### src/hw/rtl/bllca_pkg.sv
// Package: constants, codes, types and helper functions of the binary lifting LCA core.
`default_nettype none
package bllca_pkg;

   localparam int MAX_NODES = 131072;
   localparam int LEVELS    = 17;
   localparam int NODE_W    = 17;
   localparam int LVL_W     = $clog2(LEVELS);
   localparam int JDEPTH    = MAX_NODES * LEVELS;
   localparam int JADDR_W   = $clog2(JDEPTH);
   localparam int DADDR_W   = $clog2(MAX_NODES);

   localparam int REQ_W     = 72;
   localparam int RSP_W     = 24;
   localparam int FIRST_LO  = 0;
   localparam int PARENT_LO = FIRST_LO + NODE_W;
   localparam int DEPTH_LO  = PARENT_LO + NODE_W;
   localparam int SECOND_LO = DEPTH_LO + NODE_W;

   localparam logic [LVL_W-1:0]  TOP_LVL     = LVL_W'(LEVELS - 1);
   localparam logic [NODE_W-1:0] LAST_MAX    = NODE_W'(MAX_NODES - 1);
   localparam logic [NODE_W:0]   MAX_NODES_X = (NODE_W + 1)'(MAX_NODES);

   typedef enum logic [1:0] {
      FUNC_LOAD  = 2'd0,
      FUNC_BUILD = 2'd1,
      FUNC_QUERY = 2'd2,
      FUNC_NOP   = 2'd3
   } func_type;

   typedef enum logic [3:0] {
      ST_IDLE,
      ST_BLD_RD0,
      ST_BLD_RD1,
      ST_BLD_WR,
      ST_Q_DEP,
      ST_Q_SWAP,
      ST_LIFT_CHK,
      ST_LIFT_JMP,
      ST_LIFT_DEP,
      ST_LIFT_END,
      ST_UP_RD,
      ST_UP_CMP,
      ST_FIN_RD,
      ST_FIN_DAT,
      ST_DONE
   } state_type;

   typedef struct packed {
      logic                wen;
      logic [JADDR_W-1:0]  waddr;
      logic [NODE_W-1:0]   wdata;
      logic [JADDR_W-1:0]  raddr0;
      logic [JADDR_W-1:0]  raddr1;
   } jmem_req_type;

   typedef struct packed {
      logic                wen;
      logic [DADDR_W-1:0]  waddr;
      logic [NODE_W-1:0]   wdata;
      logic [DADDR_W-1:0]  raddr0;
      logic [DADDR_W-1:0]  raddr1;
   } dmem_req_type;

   function automatic logic [JADDR_W-1:0] jidx(input logic [NODE_W-1:0] node,
                                                input logic [LVL_W-1:0] lvl);
      return JADDR_W'(node) * JADDR_W'(LEVELS) + JADDR_W'(lvl);
   endfunction

   function automatic logic [NODE_W-1:0] clamp_node(input logic [NODE_W-1:0] node);
      return ({1'b0, node} < MAX_NODES_X) ? node : '0;
   endfunction

endpackage
`default_nettype wire

### src/hw/rtl/bllca_engine.sv
// Sequencer: load, jump table build and LCA query over the jump and depth memories.
`default_nettype none
module bllca_engine (
   input  wire logic                          clock,
   input  wire logic                          reset,
   input  wire logic                          req_tvalid,
   output logic                               req_tready,
   input  wire logic [bllca_pkg::REQ_W-1:0]   req_tdata,
   input  wire logic [1:0]                    req_tuser,
   output logic                               rsp_tvalid,
   input  wire logic                          rsp_tready,
   output logic      [bllca_pkg::RSP_W-1:0]   rsp_tdata,
   input  wire logic                          csr_valid,
   output logic                               csr_ready,
   input  wire logic [bllca_pkg::NODE_W-1:0]  csr_wdata,
   output bllca_pkg::jmem_req_type            jmem_req,
   input  wire logic [bllca_pkg::NODE_W-1:0]  jmem_q0,
   input  wire logic [bllca_pkg::NODE_W-1:0]  jmem_q1,
   output bllca_pkg::dmem_req_type            dmem_req,
   input  wire logic [bllca_pkg::NODE_W-1:0]  dmem_q0,
   input  wire logic [bllca_pkg::NODE_W-1:0]  dmem_q1
);

   bllca_pkg::state_type state_ff, state_in;

   logic [bllca_pkg::NODE_W-1:0] a_ff, a_in, b_ff, b_in;
   logic [bllca_pkg::NODE_W-1:0] da_ff, da_in, db_ff, db_in;
   logic [bllca_pkg::NODE_W-1:0] i_ff, i_in, last_ff, last_in;
   logic [bllca_pkg::NODE_W-1:0] res_ff, res_in;
   logic [bllca_pkg::NODE_W-1:0] rsp_data_ff, rsp_data_in;
   logic [bllca_pkg::NODE_W-1:0] node_count_ff, node_count_in;
   logic [bllca_pkg::LVL_W-1:0]  lv_ff, lv_in;
   logic                         rsp_valid_ff, rsp_valid_in;
   logic                         jz0_ff, jz0_in, jz1_ff, jz1_in;
   logic                         dz0_ff, dz0_in, dz1_ff, dz1_in;

   logic [bllca_pkg::NODE_W-1:0] jn0, jn1, dn0, dn1;
   logic [bllca_pkg::LVL_W-1:0]  jl;
   logic [bllca_pkg::NODE_W-1:0] jq0, jq1, dq0, dq1;
   logic [bllca_pkg::NODE_W-1:0] f_first, f_parent, f_depth, f_second, last_cnt;
   logic [bllca_pkg::NODE_W:0]   lift_step, lift_sum;
   bllca_pkg::func_type          func;
   logic                         accept, lift_go, rsp_free;

   // node 0 is the sentinel: every read of it returns zero
   assign jq0 = jz0_ff ? '0 : jmem_q0;
   assign jq1 = jz1_ff ? '0 : jmem_q1;
   assign dq0 = dz0_ff ? '0 : dmem_q0;
   assign dq1 = dz1_ff ? '0 : dmem_q1;

   assign func     = bllca_pkg::func_type'(req_tuser);
   assign f_first  = req_tdata[bllca_pkg::FIRST_LO  +: bllca_pkg::NODE_W];
   assign f_parent = req_tdata[bllca_pkg::PARENT_LO +: bllca_pkg::NODE_W];
   assign f_depth  = req_tdata[bllca_pkg::DEPTH_LO  +: bllca_pkg::NODE_W];
   assign f_second = req_tdata[bllca_pkg::SECOND_LO +: bllca_pkg::NODE_W];

   assign req_tready = (state_ff == bllca_pkg::ST_IDLE);
   assign accept     = req_tvalid && req_tready;
   assign rsp_free   = !rsp_valid_ff || rsp_tready;
   assign last_cnt   = (node_count_ff > bllca_pkg::LAST_MAX) ? bllca_pkg::LAST_MAX
                                                             : node_count_ff;
   assign lift_step  = (bllca_pkg::NODE_W + 1)'(1) << lv_ff;
   assign lift_sum   = {1'b0, da_ff} + lift_step;
   assign lift_go    = ({1'b0, db_ff} >= lift_sum);

   assign rsp_tvalid = rsp_valid_ff;
   assign rsp_tdata  = {{(bllca_pkg::RSP_W - bllca_pkg::NODE_W){1'b0}}, rsp_data_ff};
   assign csr_ready  = 1'b1;

   always_comb begin
      state_in = state_ff;
      unique case (state_ff)
         bllca_pkg::ST_IDLE: begin
            if (accept) begin
               case (func)
                  bllca_pkg::FUNC_BUILD:
                     state_in = (last_cnt == '0) ? bllca_pkg::ST_IDLE : bllca_pkg::ST_BLD_RD0;
                  bllca_pkg::FUNC_QUERY: state_in = bllca_pkg::ST_Q_DEP;
                  default:               state_in = bllca_pkg::ST_IDLE;
               endcase
            end
         end
         bllca_pkg::ST_BLD_RD0: state_in = bllca_pkg::ST_BLD_RD1;
         bllca_pkg::ST_BLD_RD1: state_in = bllca_pkg::ST_BLD_WR;
         bllca_pkg::ST_BLD_WR: begin
            if (i_ff == last_ff && lv_ff == bllca_pkg::TOP_LVL) begin
               state_in = bllca_pkg::ST_IDLE;
            end else begin
               state_in = bllca_pkg::ST_BLD_RD0;
            end
         end
         bllca_pkg::ST_Q_DEP:  state_in = bllca_pkg::ST_Q_SWAP;
         bllca_pkg::ST_Q_SWAP: state_in = bllca_pkg::ST_LIFT_CHK;
         bllca_pkg::ST_LIFT_CHK: begin
            if (lift_go) begin
               state_in = bllca_pkg::ST_LIFT_JMP;
            end else if (lv_ff == '0) begin
               state_in = bllca_pkg::ST_LIFT_END;
            end
         end
         bllca_pkg::ST_LIFT_JMP: state_in = bllca_pkg::ST_LIFT_DEP;
         bllca_pkg::ST_LIFT_DEP: begin
            state_in = (lv_ff == '0) ? bllca_pkg::ST_LIFT_END : bllca_pkg::ST_LIFT_CHK;
         end
         bllca_pkg::ST_LIFT_END: begin
            state_in = (a_ff == b_ff) ? bllca_pkg::ST_DONE : bllca_pkg::ST_UP_RD;
         end
         bllca_pkg::ST_UP_RD: state_in = bllca_pkg::ST_UP_CMP;
         bllca_pkg::ST_UP_CMP: begin
            state_in = (lv_ff == '0) ? bllca_pkg::ST_FIN_RD : bllca_pkg::ST_UP_RD;
         end
         bllca_pkg::ST_FIN_RD:  state_in = bllca_pkg::ST_FIN_DAT;
         bllca_pkg::ST_FIN_DAT: state_in = bllca_pkg::ST_DONE;
         bllca_pkg::ST_DONE: begin
            if (rsp_free) begin
               state_in = bllca_pkg::ST_IDLE;
            end
         end
         default: state_in = bllca_pkg::ST_IDLE;
      endcase
   end

   always_comb begin
      a_in          = a_ff;
      b_in          = b_ff;
      da_in         = da_ff;
      db_in         = db_ff;
      i_in          = i_ff;
      last_in       = last_ff;
      lv_in         = lv_ff;
      res_in        = res_ff;
      rsp_valid_in  = rsp_valid_ff && !rsp_tready;
      rsp_data_in   = rsp_data_ff;
      node_count_in = (csr_valid && csr_ready) ? csr_wdata : node_count_ff;
      jn0           = '0;
      jn1           = '0;
      jl            = '0;
      dn0           = '0;
      dn1           = '0;
      jmem_req.wen   = 1'b0;
      jmem_req.waddr = '0;
      jmem_req.wdata = '0;
      dmem_req.wen   = 1'b0;
      dmem_req.waddr = '0;
      dmem_req.wdata = '0;

      unique case (state_ff)
         bllca_pkg::ST_IDLE: begin
            if (accept) begin
               case (func)
                  bllca_pkg::FUNC_LOAD: begin
                     if (f_first != '0 && {1'b0, f_first} < bllca_pkg::MAX_NODES_X) begin
                        jmem_req.wen   = 1'b1;
                        jmem_req.waddr = bllca_pkg::jidx(f_first, '0);
                        jmem_req.wdata = bllca_pkg::clamp_node(f_parent);
                        dmem_req.wen   = 1'b1;
                        dmem_req.waddr = bllca_pkg::DADDR_W'(f_first);
                        dmem_req.wdata = f_depth;
                     end
                  end
                  bllca_pkg::FUNC_BUILD: begin
                     last_in = last_cnt;
                     i_in    = bllca_pkg::NODE_W'(1);
                     lv_in   = bllca_pkg::LVL_W'(1);
                  end
                  bllca_pkg::FUNC_QUERY: begin
                     a_in = bllca_pkg::clamp_node(f_first);
                     b_in = bllca_pkg::clamp_node(f_second);
                  end
                  default: ;
               endcase
            end
         end
         bllca_pkg::ST_BLD_RD0: begin
            jn0 = i_ff;
            jl  = lv_ff - bllca_pkg::LVL_W'(1);
         end
         bllca_pkg::ST_BLD_RD1: begin
            jn0 = jq0;
            jl  = lv_ff - bllca_pkg::LVL_W'(1);
         end
         bllca_pkg::ST_BLD_WR: begin
            jmem_req.wen   = 1'b1;
            jmem_req.waddr = bllca_pkg::jidx(i_ff, lv_ff);
            jmem_req.wdata = jq0;
            if (i_ff == last_ff) begin
               i_in  = bllca_pkg::NODE_W'(1);
               lv_in = lv_ff + bllca_pkg::LVL_W'(1);
            end else begin
               i_in = i_ff + bllca_pkg::NODE_W'(1);
            end
         end
         bllca_pkg::ST_Q_DEP: begin
            dn0 = a_ff;
            dn1 = b_ff;
         end
         bllca_pkg::ST_Q_SWAP: begin
            lv_in = bllca_pkg::TOP_LVL;
            if (dq0 > dq1) begin
               a_in  = b_ff;
               b_in  = a_ff;
               da_in = dq1;
               db_in = dq0;
            end else begin
               da_in = dq0;
               db_in = dq1;
            end
         end
         bllca_pkg::ST_LIFT_CHK: begin
            if (lift_go) begin
               jn0 = b_ff;
               jl  = lv_ff;
            end else if (lv_ff != '0) begin
               lv_in = lv_ff - bllca_pkg::LVL_W'(1);
            end
         end
         bllca_pkg::ST_LIFT_JMP: begin
            b_in = jq0;
            dn1  = jq0;
         end
         bllca_pkg::ST_LIFT_DEP: begin
            db_in = dq1;
            if (lv_ff != '0) begin
               lv_in = lv_ff - bllca_pkg::LVL_W'(1);
            end
         end
         bllca_pkg::ST_LIFT_END: begin
            if (a_ff == b_ff) begin
               res_in = a_ff;
            end else begin
               lv_in = bllca_pkg::TOP_LVL;
            end
         end
         bllca_pkg::ST_UP_RD: begin
            jn0 = a_ff;
            jn1 = b_ff;
            jl  = lv_ff;
         end
         bllca_pkg::ST_UP_CMP: begin
            if (jq0 != jq1) begin
               a_in = jq0;
               b_in = jq1;
            end
            if (lv_ff != '0) begin
               lv_in = lv_ff - bllca_pkg::LVL_W'(1);
            end
         end
         bllca_pkg::ST_FIN_RD: begin
            jn0 = a_ff;
         end
         bllca_pkg::ST_FIN_DAT: begin
            res_in = jq0;
         end
         bllca_pkg::ST_DONE: begin
            if (rsp_free) begin
               rsp_valid_in = 1'b1;
               rsp_data_in  = res_ff;
            end
         end
         default: ;
      endcase

      jmem_req.raddr0 = bllca_pkg::jidx(jn0, jl);
      jmem_req.raddr1 = bllca_pkg::jidx(jn1, jl);
      dmem_req.raddr0 = bllca_pkg::DADDR_W'(dn0);
      dmem_req.raddr1 = bllca_pkg::DADDR_W'(dn1);
      jz0_in = (jn0 == '0);
      jz1_in = (jn1 == '0);
      dz0_in = (dn0 == '0);
      dz1_in = (dn1 == '0);
   end

   always_ff @(posedge clock) begin
      if (reset) begin
         state_ff      <= bllca_pkg::ST_IDLE;
         rsp_valid_ff  <= 1'b0;
         node_count_ff <= bllca_pkg::NODE_W'(1);
      end else begin
         state_ff      <= state_in;
         rsp_valid_ff  <= rsp_valid_in;
         node_count_ff <= node_count_in;
      end
   end

   always_ff @(posedge clock) begin
      a_ff        <= a_in;
      b_ff        <= b_in;
      da_ff       <= da_in;
      db_ff       <= db_in;
      i_ff        <= i_in;
      last_ff     <= last_in;
      lv_ff       <= lv_in;
      res_ff      <= res_in;
      rsp_data_ff <= rsp_data_in;
      jz0_ff      <= jz0_in;
      jz1_ff      <= jz1_in;
      dz0_ff      <= dz0_in;
      dz1_ff      <= dz1_in;
   end

endmodule
`default_nettype wire

### config.mk
export PLATFORM = sky130hd
export DESIGN_NAME = bllca_engine
export DESIGN_NICKNAME = d
export VERILOG_FILES = /design/src/hw/rtl/bllca_pkg.sv /design/src/hw/rtl/bllca_engine.sv
export SDC_FILE = /design/constraint.sdc
export NUM_CORES = 1
export LEC_CHECK = 0
export BUFFER_PORTS_ARGS = -buffer_cell sky130_fd_sc_hd__buf_2
export CORE_UTILIZATION = 40
export CTS_BUF_LIST = sky130_fd_sc_hd__clkbuf_4
export CTS_CLUSTER_DIAMETER = 120
export CTS_CLUSTER_SIZE = 12
export DETAILED_ROUTE_END_ITERATION = 16
export HOLD_SLACK_MARGIN = 0.02
export SETUP_SLACK_MARGIN = 0.5
export SLEW_MARGIN = 15
export SYNTH_ARGS = -nofsm -noshare
export SYNTH_HDL_FRONTEND = slang
export SYNTH_SLANG_ARGS = --single-unit
### constraint.sdc
create_clock -name clock -period 13.02 [get_ports clock]
set_clock_uncertainty 0.2 [all_clocks]
set_input_delay 2.604 -clock clock [delete_from_list [all_inputs] [get_ports clock]]
set_output_delay 2.604 -clock clock [all_outputs]
set_load 0.05 [all_outputs]
==> metrics.yaml <==
htreeDepth: 4
slew_violations: 0
drive_above_1_share: 0.1991
routabilityCongestion: 0.9416
ys_ff_latch: 167
fin_crit_sh: 0.9205
whs_ns: 0.2312
clk_pin_slew_ns: 0.15
place_area_um2: 18610
firstDrtPassIters: 8
p_switching_w: 0.001902
crit_required_ns: 10.22
grt_overflow: 0
yosysMostFrequentCell: "ha_1"
combPwrFrac: 0.614
grt_antenna_before_repair: 5
wl_mm: 59.30
cts_tree: "done"
ys.flop_type: "edfxtp_1"
final_cell_area_um2: 19030
routed-via-count: 15790
cts_num_sinks: 167
area_growth_pct: 15.60
worstReg2RegStart: "lv_ff[0]$_DFFE_PP_"
slew_headroom: 0.3283
setup_violations: 0
syn_avg_cell_area_um2: 9.000
cpMostUsedCell: "ha_1"
pwr-share-clk: 0.103
track_usage: 0.2764
path_class: "flip-flop to primary output"
ant_nets: 0
ys_seq_area_frac: 0.2888
dp_hpwl_mm: 46.95
tightest_slew_ns: 1.004
grt_pass1_vias: 14900
fin_cells: 2652
p_int_w: 0.001584
yosys_warnings: 0
synth.area.top_cells: "edfxtp_1 26%, ha_1 18%, nor2_1 3.5%, xnor2_1 3.5%, mux2i_1 3.3%"
die_h_um: 204.9
cts_made_buffers: 17
min_path_cells: 0
power_switching_share: 0.5456
r2r_end: "lv_ff[2]$_DFFE_PP_"
syn-cell-area_um2: 16460
grt_max_degree: 57
io_buffers: 331
hold_end: "rsp_data_ff[0]$_DFFE_PP_"
root_buffer: "clkbuf_4"
placed_cells: 2614
die_width_um: 204.9
drt_iter0_markers: 1676
core_um2: 40190
endpoint_kind: "primary output"
num-nets-final: 2525
synth-async-reset-ratio: 0
hp-class: "flip-flop to flip-flop"
pwr-share-seq: 0.282
yosysTopAreaCell: "edfxtp_1"
ir_drop_v: 0.0001829
dieArea_um2: 41970
r2r_cells: 24
status: "finished, final reports clean"
p_leak_nw: 9.378
row_count: 73
layout_min_cycle_time_ns: 11.98
route.detailed.drc: 0
clk-insertion-delay-late_ns: 0.58
crit_path_top_delay_cell: "or4_1"
rsz0062_at_grt: "no"
grt_pass1_wl_mm: 88.18
worstPathArrival_ns: 9.18
tns_ns: 0
cp_slowest_stage_delay_ns: 0.60
clk_path_buf_depth: 2
syn-instance-count: 1829
hold_start: "res_ff[0]$_DFFE_PP_"
hold_violations: 0
crit_path_max_fanout: 20
detail_route.wl_per_cell_um: 22.36
synth_edf_count: 141
viasPerCell: 5.955
synth_cell_types: 78
postCtsHoldBufs: 0
max_freq_mhz: 83.44
regToRegSetupSlack_ns: 7.17
startpoint_type: "flip-flop"
synth.top_cell.area_share: 0.2572
start_util: 0.4096
power_density_nw_per_um2: 183.2
synth_common_cells: "241 x ha_1, 155 x nor2_1, 141 x edfxtp_1"
drv_cap: 0
io_pins: 344
-- layout make-up --
class / instances / area, µm²
antenna: 2 / 5.005
multi-input combinational: 1493 / 11120
clock buffer: 17 / 127.6
fill: 3948 / 21160
timing repair buffer: 361 / 1891
clock inverter: 15 / 207.7
tap: 525 / 656.9
inverter: 72 / 270.3
sequential: 167 / 4755
-- timing repair --
item	4_1_cts	5_1_grt
setup buffers	0	4
resized for setup	2	14
setup endpoints to repair	1	19
-- worst max-delay path, delay by kind of cell (launching register included) --
| family | cells | cell delay, ns |
|---|---|---|
| XOR/XNOR | 1 | 0.16 |
| buffers and inverters | 4 | 0.78 |
| flip-flops | 1 | 0.45 |
| AND/OR/NAND/NOR | 9 | 1.62 |
| AO/OA/AOI/OAI | 14 | 3.10 |
| adder cells (fa/ha/maj) | 8 | 2.28 |
| multiplexers | 1 | 0.19 |
-- power groups by stage --
stage | sequential, W | combinational [W] | clock (W)
2_1_floorplan | 0.000832 | 0.00159 | 0
3_3_place_gp | 0.000982 | 0.00206 | 0
3_5_place_dp | 0.000984 | 0.00209 | 0
4_1_cts | 0.000970 | 0.00210 | 0.000367
5_1_grt | 0.000984 | 0.00230 | 0.000386
6_report | 0.000984 | 0.00214 | 0.000360
-- placed cells by master (no fill, tap or decap), types with 7 or more instances in the layout --
cell type,n
buf_2,329
ha_1,241
nor2_1,155
edfxtp_1,141
nand2_1,131
o21ai_0,100
nand2b_1,76
inv_1,69
xnor2_1,65
a21oi_1,63
and2_1,55
mux2i_1,54
xor2_1,53
a21o_1,50
nand3_1,37
and3_1,35
nor3_1,35
a221o_1,34
buf_4,29
nor4_1,26
dfxtp_1,26
nand4_1,20
a211oi_1,19
clkbuf_4,19
o21a_1,18
a221oi_1,18
nor2b_1,16
o21bai_1,14
o22ai_1,14
a31oi_1,11
o21ai_1,10
or3_1,8
or4_1,8
fa_1,8
conb_1,8
a222oi_1,7
-- registers in the layout, summed over array words and instances (netlist names) --
register and cells:
a_ff 17, b_ff 17, da_ff 17, db_ff 17, i_ff 17, last_ff 17
node_count_ff 17, res_ff 17, rsp_data_ff 17, lv_ff 5, state_ff 4, dz0_ff 1
dz1_ff 1, jz0_ff 1, jz1_ff 1, rsp_tvalid 1
-- worst max-delay path by stage --
stage,startpoint,to,slack (ns),cells after the start
floorplan,lv_ff[0]$_DFFE_PP_,jmem_req[41],1.81,36
global placement,lv_ff[0]$_DFFE_PP_,jmem_req[20],1.28,37
detailed placement,lv_ff[0]$_DFFE_PP_,jmem_req[20],1.09,37
CTS,lv_ff[0]$_DFFE_PP_,jmem_req[20],0.50,37
global route,lv_ff[0]$_DFFE_PP_,jmem_req[41],0.51,37
finish,lv_ff[0]$_DFFE_PP_,jmem_req[41],1.04,37
-- logic make-up (layout without fill, tap and decap cells) --
logic type | Yosys count | count (layout) | synth area share
flops | 167 | 167 | 0.2888
other cells | 2 | 10 | 0.0004562
fa+ha+maj | 250 | 250 | 0.1935
buf+inv | 175 | 465 | 0.04203
mux | 55 | 55 | 0.03420
xor+xnor | 118 | 118 | 0.06279
simple gates | 627 | 627 | 0.1928
compound gates | 435 | 435 | 0.1854
-- routing by layer --
layer | global-route usage | share of wire | vias to the layer above
li1 | - | - | 7336
met1 | 0.3732 | 0.42 | 7429
met4 | 0.09630 | 0.032 | 6
met5 | 0 | 0.00052 | -
met2 | 0.4458 | 0.46 | 890
met3 | 0.04375 | 0.094 | 132
-- stage by stage --
stage / power [W] / setup slack (ns) / utilization
finish: 0.003485 / 1.035 / 0.4735
detailed placement: 0.003073 / 1.092 / 0.4630
global placement: 0.003037 / 1.285 / 0.4630
floorplan: 0.002417 / 1.814 / -
CTS: 0.003438 / 0.5003 / 0.4714
global route: 0.003668 / 0.5134 / 0.4735
Power figures use the tool's default switching activity.
